==> src/hw/rtl/swaf_pkg.sv <==
`timescale 1ns / 1ps
// ----------------------------------------------------------------------------
// swaf_pkg
// Shared types and constants of the sliding window anagram finder.
// ----------------------------------------------------------------------------
package swaf_pkg;

    // sizing
    localparam int MAX_PATTERN   = 64;
    localparam int POSITION_BITS = 16;
    localparam int ALPHABET      = 26;

    // field widths
    localparam int ACT_W   = 2;
    localparam int LTR_W   = 5;
    localparam int START_W = 16;

    // balance width and derived widths
    localparam int BAL_W   = 8;
    localparam int BAL_AW  = $clog2(ALPHABET);
    localparam int RING_AW = $clog2(MAX_PATTERN);
    localparam int PLEN_W  = $clog2(MAX_PATTERN + 1);
    localparam int POS_W   = POSITION_BITS + 1;

    // action codes
    typedef enum logic [ACT_W-1:0] {
        ACT_CLEAR   = 2'd0,
        ACT_PATTERN = 2'd1,
        ACT_TEXT    = 2'd2
    } t_action;

    // sequencer states
    typedef enum logic [2:0] {
        S_IDLE,
        S_PAT_UPD,
        S_TXT_DEC,
        S_TXT_LOOP,
        S_TXT_OLD,
        S_TXT_INC,
        S_TXT_FIN
    } t_state;

endpackage

==> src/hw/rtl/swaf_if.sv <==
`timescale 1ns / 1ps
// ----------------------------------------------------------------------------
// swaf_if
// Valid/ready channels for input items and result items.
// ----------------------------------------------------------------------------
interface swaf_in_if
    import swaf_pkg::*;
();
    logic             valid;
    logic             ready;
    logic [ACT_W-1:0] action;
    logic [LTR_W-1:0] letter;

    modport source (output valid, output action, output letter, input ready);
    modport sink   (input valid, input action, input letter, output ready);
endinterface

interface swaf_out_if
    import swaf_pkg::*;
();
    logic               valid;
    logic               ready;
    logic [START_W-1:0] start_index;

    modport source (output valid, output start_index, input ready);
    modport sink   (input valid, input start_index, output ready);
endinterface

==> src/hw/rtl/sliding_window_anagram_finder_top.sv <==
`timescale 1ns / 1ps
// ----------------------------------------------------------------------------
// sliding_window_anagram_finder_top
// Reports every text position where a permutation of the pattern begins.
// ----------------------------------------------------------------------------
// Items carry an action (clear, add pattern letter, feed text letter) and a
// letter code. A small sequencer drives one shared +/-1 adder over a balance
// RAM (pattern count minus window count per letter) and a ring RAM holding
// the window letters; both RAMs have one read port with a registered read.
// A clear, an ignored item or a dropped text letter stays in S_IDLE, a pattern
// letter passes S_PAT_UPD, and a text letter S_TXT_DEC, S_TXT_LOOP and
// S_TXT_FIN, with S_TXT_OLD, S_TXT_INC, S_TXT_LOOP per older letter pushed out
// of the window (no S_TXT_INC when it matches the new letter, only S_TXT_LOOP
// when the new letter itself is rejected); over a long text each letter leaves
// once. The balance table clears at once through per-letter valid bits; no
// clearing pass follows reset. A result is held in an output register and may
// wait while the next item is taken; a text letter whose result finds that
// register full waits in its last cycle until the earlier result is accepted.
// ----------------------------------------------------------------------------
module sliding_window_anagram_finder_top
    import swaf_pkg::*;
(
    input  logic        i_clk,
    input  logic        i_rst_n,
    swaf_in_if.sink     i_in,
    swaf_out_if.source  o_out
);

    // control registers
    t_state                r_state, n_state;
    logic [ALPHABET-1:0]   r_bal_vld, n_bal_vld;
    logic [PLEN_W-1:0]     r_plen, n_plen;
    logic [POS_W-1:0]      r_start, n_start;
    logic [POS_W-1:0]      r_pos, n_pos;
    logic                  r_out_vld, n_out_vld;

    // payload registers
    logic [BAL_AW-1:0]     r_ltr, n_ltr;
    logic [BAL_AW-1:0]     r_old, n_old;
    logic [BAL_W-1:0]      r_cur, n_cur;
    logic                  r_keep, n_keep;
    logic [START_W-1:0]    r_out_idx, n_out_idx;
    logic                  r_rd_vld;

    // ram ports
    logic                  bal_we;
    logic [BAL_AW-1:0]     bal_waddr, bal_raddr;
    logic [BAL_W-1:0]      bal_wdata, bal_rdata, bal_q;
    logic                  ring_we;
    logic [RING_AW-1:0]    ring_waddr, ring_raddr;
    logic [BAL_AW-1:0]     ring_wdata, ring_rdata;

    // shared adder
    logic [BAL_W-1:0]      add_a, add_sum;
    logic                  add_inc;

    logic                  ltr_ok;
    logic [BAL_AW-1:0]     in_ltr;
    logic [POS_W-1:0]      pos_inc, win_len;
    logic                  emit;

    swaf_ram #(.WIDTH(BAL_W), .DEPTH(ALPHABET)) u_bal_ram (
        .i_clk   (i_clk),
        .i_we    (bal_we),
        .i_waddr (bal_waddr),
        .i_wdata (bal_wdata),
        .i_raddr (bal_raddr),
        .o_rdata (bal_rdata)
    );

    swaf_ram #(.WIDTH(BAL_AW), .DEPTH(MAX_PATTERN)) u_ring_ram (
        .i_clk   (i_clk),
        .i_we    (ring_we),
        .i_waddr (ring_waddr),
        .i_wdata (ring_wdata),
        .i_raddr (ring_raddr),
        .o_rdata (ring_rdata)
    );

    // input decode and window bookkeeping
    assign ltr_ok  = 32'(i_in.letter) < ALPHABET;
    assign in_ltr  = BAL_AW'(i_in.letter);
    assign bal_q   = r_rd_vld ? bal_rdata : '0;
    assign add_sum = add_a + (add_inc ? BAL_W'(1) : {BAL_W{1'b1}});
    assign pos_inc = r_pos + POS_W'(1);
    assign win_len = pos_inc - r_start;
    assign emit    = win_len == POS_W'(r_plen);

    assign i_in.ready        = (r_state == S_IDLE);
    assign o_out.valid       = r_out_vld;
    assign o_out.start_index = r_out_idx;

    // sequencer: next state and datapath control
    always_comb begin
        n_state   = r_state;
        n_bal_vld = r_bal_vld;
        n_plen    = r_plen;
        n_start   = r_start;
        n_pos     = r_pos;
        n_out_vld = r_out_vld && !o_out.ready;
        n_ltr     = r_ltr;
        n_old     = r_old;
        n_cur     = r_cur;
        n_keep    = r_keep;
        n_out_idx = r_out_idx;

        bal_we     = 1'b0;
        bal_waddr  = r_ltr;
        bal_wdata  = add_sum;
        bal_raddr  = in_ltr;
        ring_we    = 1'b0;
        ring_waddr = r_pos[RING_AW-1:0];
        ring_wdata = r_ltr;
        ring_raddr = r_start[RING_AW-1:0];
        add_a      = bal_q;
        add_inc    = 1'b1;

        unique case (r_state)
            S_IDLE: begin
                if (i_in.valid) begin
                    case (i_in.action)
                        ACT_CLEAR: begin
                            n_bal_vld = '0;
                            n_plen    = '0;
                            n_start   = '0;
                            n_pos     = '0;
                        end
                        ACT_PATTERN: begin
                            if (ltr_ok && r_pos == '0 && 32'(r_plen) < MAX_PATTERN) begin
                                n_ltr   = in_ltr;
                                n_state = S_PAT_UPD;
                            end
                        end
                        ACT_TEXT: begin
                            if (ltr_ok && !r_pos[POS_W-1]) begin
                                n_ltr   = in_ltr;
                                n_keep  = 1'b1;
                                n_state = S_TXT_DEC;
                            end
                        end
                        default: begin
                        end
                    endcase
                end
            end
            S_PAT_UPD: begin
                bal_we  = 1'b1;
                n_plen  = r_plen + PLEN_W'(1);
                n_state = S_IDLE;
            end
            S_TXT_DEC: begin
                add_inc = 1'b0;
                n_cur   = add_sum;
                n_state = S_TXT_LOOP;
            end
            S_TXT_LOOP: begin
                if (!r_cur[BAL_W-1]) begin
                    bal_we    = 1'b1;
                    bal_wdata = r_cur;
                    n_state   = S_TXT_FIN;
                end else if (r_start < r_pos) begin
                    n_state = S_TXT_OLD;
                end else begin
                    // the new letter is rejected at once
                    add_a   = r_cur;
                    n_cur   = add_sum;
                    n_start = r_start + POS_W'(1);
                    n_keep  = 1'b0;
                end
            end
            S_TXT_OLD: begin
                if (ring_rdata == r_ltr) begin
                    add_a   = r_cur;
                    n_cur   = add_sum;
                    n_start = r_start + POS_W'(1);
                    n_state = S_TXT_LOOP;
                end else begin
                    bal_raddr = ring_rdata;
                    n_old     = ring_rdata;
                    n_state   = S_TXT_INC;
                end
            end
            S_TXT_INC: begin
                bal_we    = 1'b1;
                bal_waddr = r_old;
                n_start   = r_start + POS_W'(1);
                n_state   = S_TXT_LOOP;
            end
            S_TXT_FIN: begin
                if (!emit || !r_out_vld || o_out.ready) begin
                    ring_we = r_keep;
                    n_pos   = pos_inc;
                    if (emit) begin
                        n_out_vld = 1'b1;
                        n_out_idx = START_W'(r_start[POSITION_BITS-1:0]);
                    end
                    n_state = S_IDLE;
                end
            end
            default: begin
                n_state = S_IDLE;
            end
        endcase

        // a written letter reads back its stored balance
        if (bal_we) begin
            n_bal_vld[bal_waddr] = 1'b1;
        end
    end

    // control state
    always_ff @(posedge i_clk) begin
        if (!i_rst_n) begin
            r_state   <= S_IDLE;
            r_bal_vld <= '0;
            r_plen    <= '0;
            r_start   <= '0;
            r_pos     <= '0;
            r_out_vld <= 1'b0;
        end else begin
            r_state   <= n_state;
            r_bal_vld <= n_bal_vld;
            r_plen    <= n_plen;
            r_start   <= n_start;
            r_pos     <= n_pos;
            r_out_vld <= n_out_vld;
        end
    end

    // payload
    always_ff @(posedge i_clk) begin
        r_ltr     <= n_ltr;
        r_old     <= n_old;
        r_cur     <= n_cur;
        r_keep    <= n_keep;
        r_out_idx <= n_out_idx;
        r_rd_vld  <= r_bal_vld[bal_raddr];
    end

endmodule

==> src/hw/rtl/swaf_ram.sv <==
`timescale 1ns / 1ps
// ----------------------------------------------------------------------------
// swaf_ram
// Generic single write port, single read port RAM with registered read.
// ----------------------------------------------------------------------------
module swaf_ram #(
    parameter int WIDTH = 8,
    parameter int DEPTH = 32
) (
    input  logic                     i_clk,
    input  logic                     i_we,
    input  logic [$clog2(DEPTH)-1:0] i_waddr,
    input  logic [WIDTH-1:0]         i_wdata,
    input  logic [$clog2(DEPTH)-1:0] i_raddr,
    output logic [WIDTH-1:0]         o_rdata
);

    logic [WIDTH-1:0] r_mem [DEPTH];

    // write port and registered read
    always_ff @(posedge i_clk) begin
        if (i_we) begin
            r_mem[i_waddr] <= i_wdata;
        end
        o_rdata <= r_mem[i_raddr];
    end

endmodule
==> src/flat_wrapper.sv <==
// flat-port wrapper written by rule: the top's interface ports become plain ports
module sliding_window_anagram_finder_top_flat import swaf_pkg::*;
  (i_clk, i_rst_n, i_in_valid, i_in_action, i_in_letter, i_in_ready, o_out_valid, o_out_start_index, o_out_ready);
  swaf_in_if i_in_i ();
  swaf_out_if o_out_i ();
  input  logic i_clk;
  input  logic i_rst_n;
  input wire logic [$bits(i_in_i.valid)-1:0] i_in_valid;
  input wire logic [$bits(i_in_i.action)-1:0] i_in_action;
  input wire logic [$bits(i_in_i.letter)-1:0] i_in_letter;
  output wire logic [$bits(i_in_i.ready)-1:0] i_in_ready;
  output wire logic [$bits(o_out_i.valid)-1:0] o_out_valid;
  output wire logic [$bits(o_out_i.start_index)-1:0] o_out_start_index;
  input wire logic [$bits(o_out_i.ready)-1:0] o_out_ready;
  assign i_in_i.valid = i_in_valid;
  assign i_in_i.action = i_in_action;
  assign i_in_i.letter = i_in_letter;
  assign i_in_ready = i_in_i.ready;
  assign o_out_valid = o_out_i.valid;
  assign o_out_start_index = o_out_i.start_index;
  assign o_out_i.ready = o_out_ready;
  sliding_window_anagram_finder_top u_core (.i_clk(i_clk), .i_rst_n(i_rst_n), .i_in(i_in_i), .o_out(o_out_i));
endmodule
==> config.mk <==
export PLATFORM = sky130hd
export DESIGN_NAME = sliding_window_anagram_finder_top_flat
export DESIGN_NICKNAME = d
export VERILOG_FILES = /design/src/hw/rtl/swaf_pkg.sv /design/src/hw/rtl/swaf_if.sv /design/src/hw/rtl/sliding_window_anagram_finder_top.sv /design/src/hw/rtl/swaf_ram.sv /design/src/flat_wrapper.sv
export SDC_FILE = /design/constraint.sdc
export NUM_CORES = 1
export LEC_CHECK = 0
export BUFFER_PORTS_ARGS = -buffer_cell sky130_fd_sc_hd__buf_2
export CAP_MARGIN = 40
export CORE_ASPECT_RATIO = 1.75
export CORE_MARGIN = 2
export CORE_UTILIZATION = 60
export CTS_CLUSTER_SIZE = 14
export DETAILED_ROUTE_END_ITERATION = 7
export GPL_ROUTABILITY_DRIVEN = 0
export PLACE_DENSITY = 0.75
export SLEW_MARGIN = 40
export SYNTH_ARGS = -nofsm -noshare
export SYNTH_HDL_FRONTEND = slang
export SYNTH_SLANG_ARGS = --single-unit
==> constraint.sdc <==
create_clock -name i_clk -period 9.3 [get_ports i_clk]
set_input_delay 0.465 -clock i_clk [delete_from_list [all_inputs] [get_ports i_clk]]
set_output_delay 0.465 -clock i_clk [all_outputs]
set_load 0.005 [all_outputs]
### Word level (Yosys, flattened, before mapping)

Memories as Yosys holds them, arrays and structs flattened. A register that Yosys moved wholly into a read port is not among the register bits.
Index checks and enable logic that the tools add are counted.

| storage, ports and cells | value |
|---|---|
| flip-flop bits (word level) | 107 |
| memory bits (writable) | 528 |
| input port bits | 11 |
| output and inout port bits | 18 |
| word-level logic and storage cells | 147 |
| memories | 2 |

Memory list:

| memory | words | width | read ports | clocked after Yosys merged registers in | write ports | line | RTL |
|---|---|---|---|---|---|---|---|
| u_core.u_ring_ram.r_mem | 64 | 5 | 1 | 1 | 1 | swaf_ram.sv:18 | `logic [WIDTH-1:0] r_mem [DEPTH];` |
| u_core.u_bal_ram.r_mem | 26 | 8 | 1 | 1 | 1 | swaf_ram.sv:18 |  |

| operators by class | value |
|---|---|
| $add $sub $neg | 5 |
| order comparisons | 6 |
| equal/unequal tests | 24 |
| multiplexer cells | 63 |
| bitwise logic cells | 2 |
| reduce and logical (&&, ||, !) cells | 32 |

Operators with widths:

| kind | count |
|---|---|
| $mux 26 | 4 |
| $mux 17 | 6 |
| $mux 8 | 10 |
| $pmux 17 s4 | 1 |
| $add 17x1->17 const B | 2 |
| $pmux 17 s2 | 1 |
| $or 26x26->26 | 1 |
| $mux 5 | 5 |
| $pmux 8 s3 | 1 |
| $mux 3 | 7 |
| $reduce_and 6->1 | 3 |
| $eq 17x7->1 | 1 |
| $logic_not 17->1 | 1 |
| $lt 17x17->1 | 1 |
| $mux 1 | 17 |
| $sub 17x17->17 | 1 |
| $ne 2x1->1 const B | 8 |
| $pmux 8 s2 | 1 |
| $pmux 3 s5 | 1 |
| $mux 7 | 2 |
| $pmux 7 s2 | 1 |
| $lt 5x6->1 const B | 2 |
| $pmux 5 s2 | 1 |
| $eq 3x3->1 const B | 3 |
| other kinds (32) | 51 |

### Longest topological paths before layout

Gate-level depths: netlist (run 1).

| logic depth | value |
|---|---|
| depth in word-level cells | 10 |
| depth in mapped cells | 20 |
| mapped depth without buffers | 18 |

### Modules after synthesis

Synthesis (run 1) repeated with hierarchy kept, for this count alone.

| second synthesis, totals | value |
|---|---|
| cells, all modules | 1,885 |
| area, all modules | 28,208.3 um^2 |

Modules (own cells, without submodules):

| module | times used | cells an instance | area each (um^2) | seq. area each (um^2) |
|---|---|---|---|---|
| swaf_ram (u_core.u_ring_ram) | 1 | 610 | 12,768.5 | 9,709.3 |
| swaf_ram (u_core.u_bal_ram) | 1 | 473 | 8,464.4 | 6,406.1 |
| sliding_window_anagram_finder_top | 1 | 802 | 6,975.4 | 2,492.4 |

### Worst setup path before layout (run 1)

Ideal clock, no wire load.

| timing | value |
|---|---|
| path kind | register to register |
| start | register u_core.r_start[0] |
| end | memory u_core.u_bal_ram.r_mem[0][5] (data pin) |
| setup time | 408 ps |
| arrival time | 5,125 ps |
| required time | 8,892 ps |
| slack | 3,768 ps |
| stages on the path, launching flop included | 21 |
| path buffers | 3 |
| clock period less this slack | 5,532 ps |
| cell sequence | dfxtp_1 clkbuf_1 buf_1 inv_1 ha_1 nor2b_1 o211ai_1 a211oi_1 or3b_2 nor2b_1 nor2_1 clkbuf_1 o21ai_0 ha_1 or3_1 o21ai_0 a31oi_1 a21o_1 a21oi_1 xor2_1 o21ai_0 |

| between the ends | value |
|---|---|
| word-level cells in the longest chain between the ends | 7 |

RTL lines:

| item | line | RTL |
|---|---|---|
| start: declaration | sliding_window_anagram_finder_top.sv:33 | `logic [POS_W-1:0] r_start, n_start;` |
| start signal: assignment | sliding_window_anagram_finder_top.sv:224 | `r_start <= n_start;` |
| $lt 17x17->1 (*) | sliding_window_anagram_finder_top.sv:161 | `end else if (r_start < r_pos) begin` |
| $mux 8 (*) | sliding_window_anagram_finder_top.sv:161 |  |
| $mux 8 (*) | sliding_window_anagram_finder_top.sv:157 | `if (!r_cur[BAL_W-1]) begin` |
| $pmux 8 s2 (*) | sliding_window_anagram_finder_top.sv:118 | `unique case (r_state)` |
| $add 8x8->8 (*) | sliding_window_anagram_finder_top.sv:84 | `assign add_sum = add_a + (add_inc ? BAL_W'(1) : {BAL_W{1'b1}});` |
| $mux 8 | sliding_window_anagram_finder_top.sv:157 |  |
| $mux 8 (*) | sliding_window_anagram_finder_top.sv:118 |  |
| via u_core.bal_wdata[5] | sliding_window_anagram_finder_top.sv:48 | `logic [BAL_W-1:0] bal_wdata, bal_rdata, bal_q;` |
| end: declaration | swaf_ram.sv:18 |  |

Mark *: on every way through the listed nets, which the timed path passes. The rest lies on a longest branch.

### Final worst setup path (run 1)

| timing | value |
|---|---|
| start | register u_core.r_pos[1] |
| end | memory u_core.u_ring_ram.r_mem[42][2] (netlist bit), enable pin |

| between the ends | value |
|---|---|
| word-level cells in the longest chain between the ends | 10 |

RTL lines:

| item | line | RTL |
|---|---|---|
| start: declaration | sliding_window_anagram_finder_top.sv:34 | `logic [POS_W-1:0] r_pos, n_pos;` |
| start signal: assignment | sliding_window_anagram_finder_top.sv:225 | `r_pos <= n_pos;` |
| $add 17x1->17 | sliding_window_anagram_finder_top.sv:85 | `assign pos_inc = r_pos + POS_W'(1);` |
| $sub 17x17->17 | sliding_window_anagram_finder_top.sv:86 | `assign win_len = pos_inc - r_start;` |
| $eq 17x7->1 | sliding_window_anagram_finder_top.sv:87 | `assign emit = win_len == POS_W'(r_plen);` |
| $logic_not 1->1 | sliding_window_anagram_finder_top.sv:190 | `if (!emit \|\| !r_out_vld \|\| o_out.ready) begin` |
| $logic_or 1x1->1 (2 in series) | sliding_window_anagram_finder_top.sv:190 |  |
| $mux 1 | sliding_window_anagram_finder_top.sv:190 |  |
| $mux 1 | sliding_window_anagram_finder_top.sv:118 |  |
| $mux 1 | swaf_ram.sv:22 | `if (i_we) begin` |
| $mux 1 (not written as such) | swaf_ram.sv:23 | `r_mem[i_waddr] <= i_wdata;` |
| end: declaration | swaf_ram.sv:18 |  |

Parallel ways exist; a longest one is shown, timed or not.

==> flow_metrics.env, run 1 <==
export IMPL_status="finished, final reports clean"
export IMPL_cp_start_kind="flop"
export IMPL_grt_pass1_wl_um=101000
export IMPL_syn_area_per_cell_um2=15.2
export IMPL_cpPeakStageDelay_ns=0.60
export IMPL_drt_iter0_drc=1725
export IMPL_required_ns=9.60
export IMPL_timing_fmax_mhz=155
export IMPL_wl_per_cell_um=27.5
export IMPL_synth_edf_count=563
export IMPL_ir_drop_mv=0.196
export IMPL_grt_pass1_vias=16445
export IMPL_syn_to_final_growth_pct=10.1
export IMPL_rsz0062_at_grt="false"
export IMPL_grt_start_max_net_pins=68
export IMPL_syn_inst=1824
export IMPL_die_h_um=288
export IMPL_final_min_clock_period_ns=6.46
export IMPL_synthSimpleGateAreaFrac_pct=8.78
export IMPL_dpl_hpwl_um=44100
export IMPL_p_leak_nw=9.75
export IMPL_critPathMaxFanout=35
export IMPL_path_clk_slew_ns=0.07
export IMPL_power_density_mw_per_mm2=189
export IMPL_synth_nets=1883
export IMPL_synth_compound_area_share_pct=5.12
export IMPL_start_util_pct=60.5
export IMPL_overflow=0
export IMPL_clk_path_buf_depth=3
export IMPL_drive_gt1_share_pct=19.9
export IMPL_grtUsageTotal_pct=28.3
export IMPL_cap_violations=0
export IMPL_synth_xor_area_share_pct=1.64
export IMPL_skew_ns=0.0216
export IMPL_clkLatencyLatePin_ns=0.61
export IMPL_coreArea_mm2=0.0458
export IMPL_ff2ff_setup_slack_ns=2.84
export IMPL_portBuffers=28
export IMPL_ff2ff_path_depth=18
export IMPL_finalSetupViolations=0
export IMPL_r2r_end="u_core.u_ring_ram.r_mem[42][2]"
export IMPL_dr_pass1_iters=7
export IMPL_placementRows=104
export IMPL_antenna_found_initial=0
export IMPL_setup_tns_final_ns=0
export IMPL_max_slew_worst_pin_slew_ns=0.959
export IMPL_die_area_mm2=0.0480
export IMPL_final_nets=1907
export IMPL_synth_top_family_by_area="multiplexers"
export IMPL_cts_setup_buffers=0
export IMPL_ys_flop_type="edfxtp_1"
export IMPL_min_path_cells=1
export IMPL_htree_levels=2
export IMPL_final_cell_mix="edfxtp_1 (563), nand2_1 (154), mux4_2 (129), nor2_1 (114), dfxtp_1 (83)"
export IMPL_netlist_area_mm2=0.0277
export IMPL_ant_nets=0
export IMPL_yosys_area_top_type="edfxtp_1"
export IMPL_period_share_pct=69.4
export IMPL_max_slew_margin_pct=35.9
export IMPL_worstHoldEndpoint="u_core.r_ltr[1]"
export IMPL_slowest_stage="or3_1"
export IMPL_routed_via_density=6.60
export IMPL_io_pins=29
export IMPL_cp_end_kind="flop"
export IMPL_hold_viol_final=0
export IMPL_drv_slew=0
export IMPL_cp_top_family="simple AND/OR/NAND/NOR gates"
export IMPL_synth_mux_area_share_pct=13.0
export IMPL_netlist_area_leader_share_pct=61.1
export IMPL_critPathBufInv=2
export IMPL_cts_root_buf="clkbuf_16"
export IMPL_async_reset_ff_share_pct=0
export IMPL_cts_sinks=648
export IMPL_path_class="reg2reg"
export IMPL_synth_cell_types=72
export IMPL_synth_seq_area_share_pct=67.2
export IMPL_ys_ff_latch=648
export IMPL_r2r_start="u_core.r_pos[1]"
export IMPL_min_from="i_in_letter[1]"
export IMPL_hp_class="in2reg"
export IMPL_synthAdderAreaFrac_pct=2.22
export IMPL_layout_cells_most_common="edfxtp_1"
export IMPL_cts_buffers=55
export IMPL_cts_hold_buf=0
export IMPL_synthTopCellsByArea="edfxtp_1 (61%), mux4_2 (10%), dfxtp_1 (6.1%)"
export IMPL_power_mw=5.75
export IMPL_ctsResizeCount=0
export IMPL_drc=0
export IMPL_wl_um=68000
export IMPL_cts_tree="done"
export IMPL_fp_dieW_um=166
export IMPL_ys_warn_count=0
export IMPL_worstSetupStartpoint="u_core.r_pos[1]"
export IMPL_vias=16304
export IMPL_cp_arrival_ns=6.76
export IMPL_path_cells="buf_4 -> ha_1 -> and3_1 -> nand3_1 -> nor3_1 -> xnor2_1 -> ha_1 -> and2_1 -> a221oi_2 -> a21bo_2 -> a211oi_1 -> nor4_1 -> nor4_1 -> nand2_1 -> o21bai_4 -> buf_8 -> or3_1 -> nor2_1"
[state kept, by name, indices dropped and copies added, names as in the netlist]
register                   flops
u_core.u_ring_ram.r_mem      320
u_core.r_pos                  17
u_core.r_state                 3
u_core.u_bal_ram.o_rdata       8
u_core.u_ring_ram.o_rdata      5
u_core.r_keep                  1
u_core.r_plen                  7
u_core.u_bal_ram.r_mem       208
u_core.r_rd_vld                1
u_core.r_old                   5
u_core.r_start                17
u_core.r_bal_vld              26
u_core.o_out.start_index      16
u_core.o_out.valid             1
u_core.r_ltr                   5
u_core.r_cur                   8
[where the power goes]
group	leakage, nW	switching [mW]	internal [mW]
clock network	0.806	1.01	1.16
logic	3.19	0.232	0.114
registers	5.75	0.0145	3.22
[worst register-to-register path: stages (launching register included)]
cell and delay [ns]:
dfxtp_1 0.36, buf_4 0.56, ha_1 0.35, and3_1 0.25, nand3_1 0.22, nor3_1 0.24, xnor2_1 0.24, ha_1 0.40
and2_1 0.24, a221oi_2 0.41, a21bo_2 0.29, a211oi_1 0.44, nor4_1 0.10, nor4_1 0.31, nand2_1 0.15, o21bai_4 0.41
buf_8 0.27, or3_1 0.61, nor2_1 0.28
[cells by family (layout without fill, tap and decap cells)]
group	after synthesis	in the layout
buf+inv	141	203
flops	648	648
simple gates	519	519
other cells	0	1
xor+xnor	52	52
fa+ha+maj	48	48
mux	194	194
compound gates	222	222
[worst max-delay path by stage]
stage	cells after the start	slack, ns	to
after floorplan	20	3.77	u_core.u_bal_ram.r_mem[0][5]
after detailed placement	19	3.09	u_core.u_ring_ram.r_mem[40][4]
after global routing	19	2.66	u_core.u_ring_ram.r_mem[15][2]
after global placement	15	3.12	u_core.u_ring_ram.r_mem[10][1]
after CTS	19	3.01	u_core.u_ring_ram.r_mem[5][1]
final	18	2.84	u_core.u_ring_ram.r_mem[42][2]
[routing by layer]
layer | global-route usage, % | part of all wire [%]
met2 | 52.5 | 54
met5 | 0 | 0
met3 | 3.33 | 5.9
met1 | 32.5 | 34
met4 | 14.2 | 5.7
[synth_stat cells, types with 4 or more instances]
cell type and number:
nand2_1 155, a31o_2 4, a21oi_1 68, dfxtp_1 85, and2_1 5, inv_1 45
o21bai_1 4, nor4_1 43, xor2_1 11, and3_1 19, mux4_2 129, a21o_1 7
nor2b_1 12, or3_1 18, o21ai_0 46, ha_1 46, o22ai_1 19, nor2_1 135
a31oi_1 19, xnor2_1 41, nand3_1 65, nor3_1 25, or2_2 5, buf_2 19
o31ai_1 5, clkbuf_1 60, mux2_2 21, a2111oi_0 10, buf_1 11, mux2i_1 42
nand2b_1 9, o21a_1 6, a211o_1 4, edfxtp_1 563, nand4_1 17, a211oi_1 5
[through the flow]
step	setup WS [ns]	util (%)	instance area [um2]	hold WS [ns]	cells
after global routing	2.66	66.6	30500	0.105	2469
after floorplan	3.77	-	27700	0.432	1824
after CTS	3.01	66.2	30300	0.0980	2467
final	2.84	66.6	30500	0.122	2470
after detailed placement	3.09	62.5	28700	0.468	2372
after global placement	3.12	62.1	28500	0.460	2370
[final cells by class]
| cell class | count | area (um2) |
|---|---|---|
| Fill cell | 3111 | 15300 |
| Clock buffer | 82 | 1520 |
| Multi-Input combinational cell | 1035 | 8900 |
| Sequential cell | 648 | 18600 |
| Clock inverter | 13 | 129 |
| Antenna cell | 1 | 2.50 |
| Inverter | 49 | 184 |
| Tap cell | 583 | 729 |
| Timing Repair Buffer | 59 | 412 |
(Power assumes the default switching activity.)
==> run 2: changes to the inputs <==
- ABC_AREA: unset -> 1
- CORE_UTILIZATION: 60 -> 57
- clock period: 9.3 -> 5.5 ns (I/O delays scaled with it)
==> flow_metrics.env, run 2 <==
export IMPL_synth_seq_area_share_pct=64.5
export IMPL_grt_pass1_vias=20947
export IMPL_synth_most_common_cell="nand2_1"
export IMPL_p_sw_mw=3.79
export IMPL_wl_um=74600
export IMPL_largest_register="u_core.u_ring_ram.r_mem"
export IMPL_fillCellCount=3900
export IMPL_cts_sinks=648
export IMPL_overflow=0
export IMPL_max_slew_margin_pct=42.3
export IMPL_netSwitchingFraction_pct=30.6
export IMPL_antenna_found_initial=1
export IMPL_routed_via_density=6.00
export IMPL_grt_start_max_net_pins=85
export IMPL_wl_per_cell_um=21.3
export IMPL_syn_to_final_growth_pct=9.17
export IMPL_synthTopCellsByCount="nand2_1 (606), edfxtp_1 (563), nor2_1 (396)"
export IMPL_period_share_pct=91.8
export IMPL_htree_levels=2
export IMPL_layout_cells_most_common="nand2_1"
export IMPL_stdcell_area_mm2=0.0315
export IMPL_drv_slew=0
export IMPL_final_cell_mix="nand2_1 (605), edfxtp_1 (563), nor2_1 (383), o21ai_0 (210), nand3_1 (189)"
export IMPL_cp_arrival_ns=5.33
export IMPL_synthTopCellsByArea="edfxtp_1 (59%), nand2_1 (7.9%), dfxtp_1 (5.9%)"
export IMPL_die_h_um=302
export IMPL_clkPwrFrac_pct=30.8
export IMPL_die_area_mm2=0.0525
export IMPL_dr_pass1_iters=6
export IMPL_skew_ns=0.0379
export IMPL_io_pins=29
export IMPL_path_class="reg2reg"
export IMPL_ff2ff_setup_slack_ns=0.45
export IMPL_drive_gt1_share_pct=6.90
export IMPL_drt_iter0_drc=1848
export IMPL_ys_ff_latch=648
export IMPL_cts_tree="done"
export IMPL_fp_dieW_um=174
export IMPL_synth_nets=2851
export IMPL_timing_fmax_mhz=198
export IMPL_start_util_pct=57.3
export IMPL_syn_inst=2792
export IMPL_drc=0
export IMPL_ir_drop_mv=0.366
export IMPL_top_regs="u_core.u_ring_ram.r_mem: 320 flops, u_core.u_bal_ram.r_mem: 208 flops, u_core.r_bal_vld: 26 flops"
export IMPL_comb_power_share_pct=21.2
export IMPL_hp_class="in2reg"
export IMPL_grtUsageTotal_pct=28.0
export IMPL_cts_root_buf="clkbuf_16"
export IMPL_syn_area_per_cell_um2=10.3
export IMPL_synth_edf_count=563
export IMPL_seq_area_mm2=0.0186
export IMPL_grt_pass1_wl_um=112000
export IMPL_status="finished, final reports clean"
export IMPL_internal_power_mw=8.60
export IMPL_hold_viol_final=0
export IMPL_seqPwrFrac_pct=48.0
export IMPL_vias=21028
export IMPL_multiInputGateArea_mm2=0.00909
export IMPL_ys_warn_count=0
export IMPL_largest_reg_flops=320
export IMPL_clkLatencyLatePin_ns=0.63
export IMPL_netlist_area_mm2=0.0288
export IMPL_utilization_pct=62.6
export IMPL_final_nets=2851
export IMPL_worstSetupStartpoint="u_core.r_pos[0]"
export IMPL_clk_path_buf_depth=3
export IMPL_critPathMaxFanout=19
export IMPL_path_clk_slew_ns=0.07
export IMPL_cp_start_kind="flop"
export IMPL_max_slew_worst_pin_slew_ns=0.865
export IMPL_r2r_start="u_core.r_pos[0]"
export IMPL_ys_flop_type="edfxtp_1"
export IMPL_placementRows=109
export IMPL_cp_end_kind="flop"
export IMPL_finalSetupViolations=0
export IMPL_ant_nets=0
export IMPL_rsz0062_at_grt="false"
export IMPL_power_density_mw_per_mm2=393
export IMPL_async_reset_ff_share_pct=0
export IMPL_post_dp_cell_area_mm2=0.0297
export IMPL_stdcell_count=3506
export IMPL_netlist_area_leader_share_pct=58.6
export IMPL_setup_tns_final_ns=0
export IMPL_portBuffers=28
export IMPL_coreArea_mm2=0.0503
export IMPL_p_leak_nw=11.7
export IMPL_dp_cells=3394
export IMPL_yosys_area_top_type="edfxtp_1"
export IMPL_required_ns=5.78
export IMPL_cts_buffers=55
export IMPL_final_min_clock_period_ns=5.05
export IMPL_cap_violations=0
export IMPL_min_from="i_in_valid"
export IMPL_synth_cell_types=53
export IMPL_dpl_hpwl_um=49300
run 2: cell count changes in the layout (fill, tap and decap cells not counted), moves of 27 or more:
| cell | change |
|---|---|
| nand2_1 | +451 |
| nor2_1 | +269 |
| o21ai_0 | +169 |
| inv_1 | +136 |
| mux4_2 | -129 |
| nand3_1 | +128 |
| mux2i_1 | -39 |
| xnor2_1 | -34 |
| nor4_2 | -33 |
| o22ai_1 | +31 |
| o221ai_1 | +28 |
| o211ai_1 | +27 |
run 2: kinds of logic after synthesis:
group           count (synthesis)  synth area share (%)
simple gates                 1278                  18.6
flops                         648                  64.5
compound gates                466                  9.44
buf+inv                       321                  4.40
fa+ha+maj                      48                  2.13
xor+xnor                       30                 0.911
mux                             1                0.0347
run 2: power by group through the flow:
| stage | registers (mW) | clock network, mW | logic, mW |
|---|---|---|---|
| final | 5.95 | 3.81 | 2.62 |
| after global routing | 5.96 | 4.00 | 2.83 |
| after CTS | 5.95 | 3.82 | 2.57 |
| after detailed placement | 6.05 | 0 | 2.55 |
| after global placement | 6.05 | 0 | 2.46 |
| after floorplan | 6.07 | 0 | 1.58 |
run 2: final timing paths:
check | cells after the start | endpoint
hold / removal | 5 | u_core.r_state[1]
setup / recovery | 24 | u_core.u_ring_ram.r_mem[37][4]
hold reg to reg | 2 | u_core.r_bal_vld[20]
setup reg to reg | 24 | u_core.u_ring_ram.r_mem[37][4]
run 2: final cells by class:
type                       instances  share of cell area [%]
timing repair buffer              68                    1.50
tap                              666                    2.65
sequential                       648                    59.1
antenna                            1                 0.00795
inverter                         196                    2.36
multi-input combinational       1823                    28.9
clock buffer                      93                    4.98
clock inverter                    11                   0.529
run 2: timing repair:
action	in CTS	in global routing
hold endpoints to repair	8	0
hold buffers	7	0
gates resized for setup	0	0
setup buffers	0	0
run 2: through the flow:
step / setup slack [ns] / power, mW / hold WS (ns)
2_1_floorplan: 0.711 / 7.65 / 0.374
3_3_place_gp: 0.727 / 8.51 / 0.467
3_5_place_dp: 0.519 / 8.60 / 0.475
4_1_cts: 0.524 / 12.3 / 0.142
5_1_grt: 0.136 / 12.8 / 0.186
6_report: 0.452 / 12.4 / 0.162
run 2: worst max-delay path, stage by stage, from the launching register on:
cell      delay (ns)
dfxtp_1         0.56
inv_2           0.17
nor2_4          0.20
nand3_1         0.14
nor3_2          0.27
nand3b_1        0.18
nor2_1          0.12
nand2_1         0.11
nor3_1          0.22
xor2_1          0.17
inv_1           0.08
ha_1            0.35
inv_1           0.08
nor3_1          0.22
and2_1          0.16
nand2_1         0.05
nand2_1         0.11
nand3_1         0.09
nand3_1         0.11
nor2_2          0.06
nand4_4         0.10
nand2_4         0.16
nor2_8          0.31
nand3_4         0.28
nor2_1          0.42
run 2: metal layers:
layer | global-route usage, % | wire [um] | up-vias
li1 | - | - | 9679
met1 | 29.3 | 25300 | 10039
met2 | 52.4 | 39600 | 1021
met3 | 3.50 | 4650 | 289
met4 | 18.7 | 5120 | 0
met5 | 0 | 0 | -
